--- src/rtl/sphere_contact_constraint_solver_core_macros.svh ---
// ----------------------------------------------------------------------------
// sphere contact solver assertion macros
// shared concurrent assertion forms, clocked on clk_i, off during reset
// ----------------------------------------------------------------------------
`ifndef SPHERE_CONTACT_CONSTRAINT_SOLVER_CORE_MACROS_SVH
`define SPHERE_CONTACT_CONSTRAINT_SOLVER_CORE_MACROS_SVH
`ifndef NO_ASSERTIONS
// combinational invariant under reset qualification
`define SCC_ASSERT(lbl, expr) \
  lbl: assert property (@(posedge clk_i) disable iff (!rst_ni) (expr)) \
    else $error("scc assertion failed");
// same-cycle implication
`define SCC_ASSERT_IMPL(lbl, ante, cons) \
  lbl: assert property (@(posedge clk_i) disable iff (!rst_ni) (ante) |-> (cons)) \
    else $error("scc implication failed");
`else
`define SCC_ASSERT(lbl, expr)
`define SCC_ASSERT_IMPL(lbl, ante, cons)
`endif
`endif

--- src/rtl/scc_pkg.sv ---
// ----------------------------------------------------------------------------
// scc_pkg
// shared widths and codes of the sphere contact solver
// ----------------------------------------------------------------------------
package scc_pkg;

  localparam int PosW  = 32;
  localparam int MagW  = 33;
  localparam int SqW   = 66;
  localparam int SideW = 8;
  localparam int DvdW  = 65;
  localparam int DvsW  = 33;
  localparam int QuoW  = 32;
  localparam int Lanes = 1;

  typedef enum logic [1:0] {
    StNoContact  = 2'd0,
    StSolved     = 2'd1,
    StImmovable  = 2'd2,
    StCoincident = 2'd3
  } status_e;

endpackage

--- src/rtl/scc_sqrt.sv ---
// ----------------------------------------------------------------------------
// scc_sqrt
// pipelined floor square root, one result bit per stage, side data carried
// ----------------------------------------------------------------------------
module scc_sqrt #(
  parameter int IN_W   = scc_pkg::SqW,
  parameter int SIDE_W = scc_pkg::SideW
) (
  input  logic                  clk_i,
  input  logic                  rst_ni,
  input  logic                  en_i,
  input  logic                  valid_i,
  input  logic [IN_W-1:0]       op_i,
  input  logic [SIDE_W-1:0]     side_i,
  output logic                  valid_o,
  output logic [IN_W/2-1:0]     root_o,
  output logic [SIDE_W-1:0]     side_o
);

  localparam int N  = IN_W / 2;
  localparam int RW = N + 3;

  logic              vld_q  [1:N];
  logic [IN_W-1:0]   op_q   [1:N];
  logic [RW-1:0]     rem_q  [1:N];
  logic [N-1:0]      root_q [1:N];
  logic [SIDE_W-1:0] side_q [1:N];

  logic              vld_w  [0:N];
  logic [IN_W-1:0]   op_w   [0:N];
  logic [RW-1:0]     rem_w  [0:N];
  logic [N-1:0]      root_w [0:N];
  logic [SIDE_W-1:0] side_w [0:N];

  assign vld_w[0]  = valid_i;
  assign op_w[0]   = op_i;
  assign rem_w[0]  = '0;
  assign root_w[0] = '0;
  assign side_w[0] = side_i;

  for (genvar s = 0; s < N; s++) begin : g_stage
    localparam int P = N - 1 - s;
    logic [RW-1:0] rem_sh, trial, rem_d;
    logic [N-1:0]  root_d;
    logic          ge;

    assign vld_w[s+1]  = vld_q[s+1];
    assign op_w[s+1]   = op_q[s+1];
    assign rem_w[s+1]  = rem_q[s+1];
    assign root_w[s+1] = root_q[s+1];
    assign side_w[s+1] = side_q[s+1];

    always_comb begin
      rem_sh = {rem_w[s][RW-3:0], op_w[s][2*P+1:2*P]};
      trial  = RW'({root_w[s], 2'b01});
      ge     = (rem_sh >= trial);
      rem_d  = ge ? (rem_sh - trial) : rem_sh;
      root_d = {root_w[s][N-2:0], ge};
    end

    always_ff @(posedge clk_i or negedge rst_ni) begin
      if (!rst_ni) begin
        vld_q[s+1] <= 1'b0;
      end else if (en_i) begin
        vld_q[s+1] <= vld_w[s];
      end
    end

    always_ff @(posedge clk_i) begin
      if (en_i) begin
        op_q[s+1]   <= op_w[s];
        rem_q[s+1]  <= rem_d;
        root_q[s+1] <= root_d;
        side_q[s+1] <= side_w[s];
      end
    end
  end

  assign valid_o = vld_w[N];
  assign root_o  = root_w[N];
  assign side_o  = side_w[N];

endmodule

--- config.mk ---
export PLATFORM = sky130hd
export DESIGN_NAME = scc_sqrt
export DESIGN_NICKNAME = d
export VERILOG_FILES = /design/src/rtl/sphere_contact_constraint_solver_core_macros.svh /design/src/rtl/scc_pkg.sv /design/src/rtl/scc_sqrt.sv
export SDC_FILE = /design/constraint.sdc
export NUM_CORES = 2
export LEC_CHECK = 0
export BUFFER_PORTS_ARGS = -buffer_cell sky130_fd_sc_hd__buf_2
export CORE_ASPECT_RATIO = 0.6
export CORE_UTILIZATION = 63
export DETAILED_ROUTE_END_ITERATION = 10
export PLACE_DENSITY_LB_ADDON = 0.3
export SLEW_MARGIN = 15
export SYNTH_ARGS = -nofsm -noshare
export SYNTH_HDL_FRONTEND = slang
export SYNTH_MEMORY_MAX_BITS = 65536
export SYNTH_SLANG_ARGS = --single-unit
--- constraint.sdc ---
create_clock -name clk_i -period 4.54 [get_ports clk_i]
set_clock_uncertainty 0.1 [all_clocks]
set_input_delay 0.908 -clock clk_i [delete_from_list [all_inputs] [get_ports clk_i]]
set_output_delay 0.908 -clock clk_i [all_outputs]
set_load 0.03 [all_outputs]
==> flow_metrics.env <==
export IMPL_status="finished clean"
export IMPL_arrival_ps=4530
export IMPL_synth_compound_area_share_pct=8.96
export IMPL_finalHoldViolCount=0
export IMPL_drive_above_1_share_pct=8.49
export IMPL_fin_setup_tns_ps=0
export IMPL_clock_path_buffers=4
export IMPL_synth_seq_cells=2951
export IMPL_die_w_um=594
export IMPL_ys_warn_count=0
export IMPL_drc_errors=0
export IMPL_post_route_min_period_ps=4070
export IMPL_syn_nets=10500
export IMPL_totalWireLength_mm=266
export IMPL_worst_pin_slew_ps=1130
export IMPL_r2r_start="rem_q[0][417]"
export IMPL_cts_resized=0
export IMPL_rows=129
export IMPL_start_util_pct=63.8
export IMPL_h_tree_depth=5
export IMPL_rsz0062_at_grt="false"
export IMPL_pin_count=120
export IMPL_power_density_mw_per_mm2=513
export IMPL_final_nets=10900
export IMPL_drtAntennaViolNets=0
export IMPL_overflow=0
export IMPL_r2r_worst_path_cells=11
export IMPL_finalCritPeriodShare_pct=89.6
export IMPL_cts_hold_buf=0
export IMPL_worst_hold_path_type="in2async"
export IMPL_muxShareOfSynthArea_pct=1.06
export IMPL_dp_slack_ps=554
export IMPL_synth_area_mm2=0.132
export IMPL_vdd_ir_drop_max_uv=396
export IMPL_avgSynthCellArea_um2=13.5
export IMPL_wl_per_cell_um=20.3
export IMPL_cts_tree="done"
export IMPL_total_power_uw=74900
export IMPL_post_dp_hpwl_mm=186
export IMPL_timing_rr_end="rem_q[0][450]"
export IMPL_gp_congestion=0.937
export IMPL_first_global_vias=75500
export IMPL_via_per_inst=5.97
export IMPL_num_vias=78400
export IMPL_die_area_mm2=0.212
export IMPL_syn_to_final_growth_pct=10.4
export IMPL_finalMaxSlewViolations=0
export IMPL_io_buffers=119
export IMPL_core_mm2=0.207
export IMPL_end_kind="register"
export IMPL_stdcell_count=13100
export IMPL_placed_cells=12700
export IMPL_nFillCells=13700
export IMPL_grt_pass1_wl_mm=420
export IMPL_die_y_um=357
export IMPL_drt_first_iter_violations=8336
export IMPL_maxSlewHeadroom_pct=23.8
export IMPL_seq_area_frac_synth_pct=66.9
export IMPL_grt_usage_pct=24.9
export IMPL_clkTransAtPathRegs_ps=60
export IMPL_antennaDiodeCount=0
export IMPL_synth_edf_count=2918
export IMPL_synthAdderAreaFrac_pct=5.64
export IMPL_synth_simple_gate_area_share_pct=9.04
export IMPL_fmax_mhz=246
export IMPL_antenna_found_initial=3
export IMPL_synth_async_reset_ratio_pct=1.12
export IMPL_critPathLaunchType="register"
export IMPL_leakage_uw=0.0559
export IMPL_reg2reg_slack_ps=470
export IMPL_cts_buffers=273
export IMPL_synth_top_family_by_area="simple AND/OR/NAND/NOR gates"
export IMPL_synthXorXnorAreaFrac_pct=5.69
export IMPL_crit_fanout=28
export IMPL_post_cts_setup_buffer_count=0
export IMPL_cts_sinks=2951
export IMPL_postSynthCellCount=9831
export IMPL_setup_violations=0
export IMPL_clkLatencyLatePin_ps=850
export IMPL_timing_final_ws_setup_ps=472
export IMPL_root_buffer="clkbuf_16"
export IMPL_drv_cap=0
export IMPL_worstPathRequired_ps=5000
export IMPL_synth_cell_types=86
export IMPL_dr_pass1_iters=8
export IMPL_ys_flop_type="edfxtp_1"
export IMPL_grt_max_degree=143
export IMPL_worst_setup_path_type="reg2reg"
==> metal layers <==
layer | global-route usage [%] | vias up | wire [um]
met4 | 5.20 | 2 | 4940
met1 | 38.7 | 38200 | 126000
met5 | 0 | - | 12
met2 | 37.2 | 2732 | 115000
li1 | - | 37100 | -
met3 | 4.51 | 411 | 20900
==> worst max-delay path by stage <==
| stage | start | to | slack [ps] | depth (start not counted) |
|---|---|---|---|---|
| 2_1_floorplan | rem_q[0][1081] | rem_q[0][1130] | 790 | 11 |
| 5_1_grt | rem_q[0][1044] | rem_q[0][1090] | 230 | 11 |
| 6_report | rem_q[0][417] | rem_q[0][450] | 470 | 11 |
| 3_5_place_dp | rem_q[0][227] | rem_q[0][278] | 550 | 9 |
| 4_1_cts | rem_q[0][597] | rem_q[0][633] | 480 | 9 |
| 3_3_place_gp | rem_q[0][180] | rem_q[0][238] | 640 | 12 |
==> per-stage QoR <==
stage / hold slack [ps] / utilization (%) / instance area, um2
3_5_place_dp: 305 / 66.2 / 137000
5_1_grt: 72.4 / 70.4 / 146000
4_1_cts: 17.9 / 70.4 / 146000
2_1_floorplan: 300 / - / 132000
3_3_place_gp: 300 / 66.2 / 137000
6_report: 48.8 / 70.4 / 146000
==> worst max-delay path, cell delays in order, from the launching register on <==
cell and delay, ps:
edfxtp_1 410, or4_4 560, or3_4 390, or4_4 440
or3_1 380, or3_1 400, a211oi_2 210, o211a_1 200
buf_4 290, a221o_1 200, nor4_1 70, xor2_1 160
==> cell usage after synthesis, types with 105 or more instances <==
cell      number  area [um2]
o21ai_0      504        2520
nand4_1      105         657
nor3_1       231        1160
mux2_2       118        1330
ha_1         596        7460
a21oi_1      573        2870
a21o_1       254        1910
nor4_1       106         663
clkbuf_1     153         574
xnor2_1      459        4020
xor2_1       401        3510
nand2b_1     130         813
nor2_1       597        2240
inv_1        755        2830
nand2_1      667        2500
edfxtp_1    2918       87600
nand3_1      129         646
==> kinds of logic (layout without fill, tap and decap cells) <==
logic type               after synthesis  count (layout)
multiplexers                         125             125
flip-flops                          2951            2951
XOR/XNOR                             860             860
buffers and inverters                945            1508
AO/OA/AOI/OAI                       1915            1915
AND/OR/NAND/NOR                     2438            2438
adder cells (fa/ha/maj)              596             596
other                                  1               1
==> layout by cell type (no fill, tap or decap), types with 55 or more instances in the layout <==
cell and count:
inv_1 755, buf_4 115, edfxtp_1 2918, nor2b_1 78, a31oi_1 67, o21a_1 102
xor2_1 401, ha_1 596, and3_1 55, o21ai_0 504, xnor2_1 459, nor2_1 597
o31ai_1 61, o21bai_1 59, a21oi_1 572, nor4_1 105, a21o_1 254, clkbuf_16 278
mux2_2 118, or3_1 98, nand3_1 128, nand4_1 105, nor3_1 229, nand2_1 667
buf_2 118, nand2b_1 130
==> layout make-up <==
type                       count  area, um2  share of cell area [%]
clock buffer                 319       7110                    4.87
clock inverter               161       1660                    1.13
inverter                     758       2850                    1.95
multi-input combinational   5935      40300                    27.6
sequential                  2951      88400                    60.6
tap                         2751       3440                    2.36
timing repair buffer         270       2190                    1.50
==> where the power goes <==
part / total, uW / internal (uW) / switching (uW)
Combinational: 15500 / 6460 / 9060
Sequential: 36600 / 34400 / 2230
Clock: 22800 / 12800 / 9990
==> flip-flops by register name, summed over array words and instances (netlist names) <==
register  count
vld_q        32
side_q      264
root_q      561
op_q       1056
valid_o       1
rem_q      1037
Note: power is estimated with default switching activity, not from simulation.
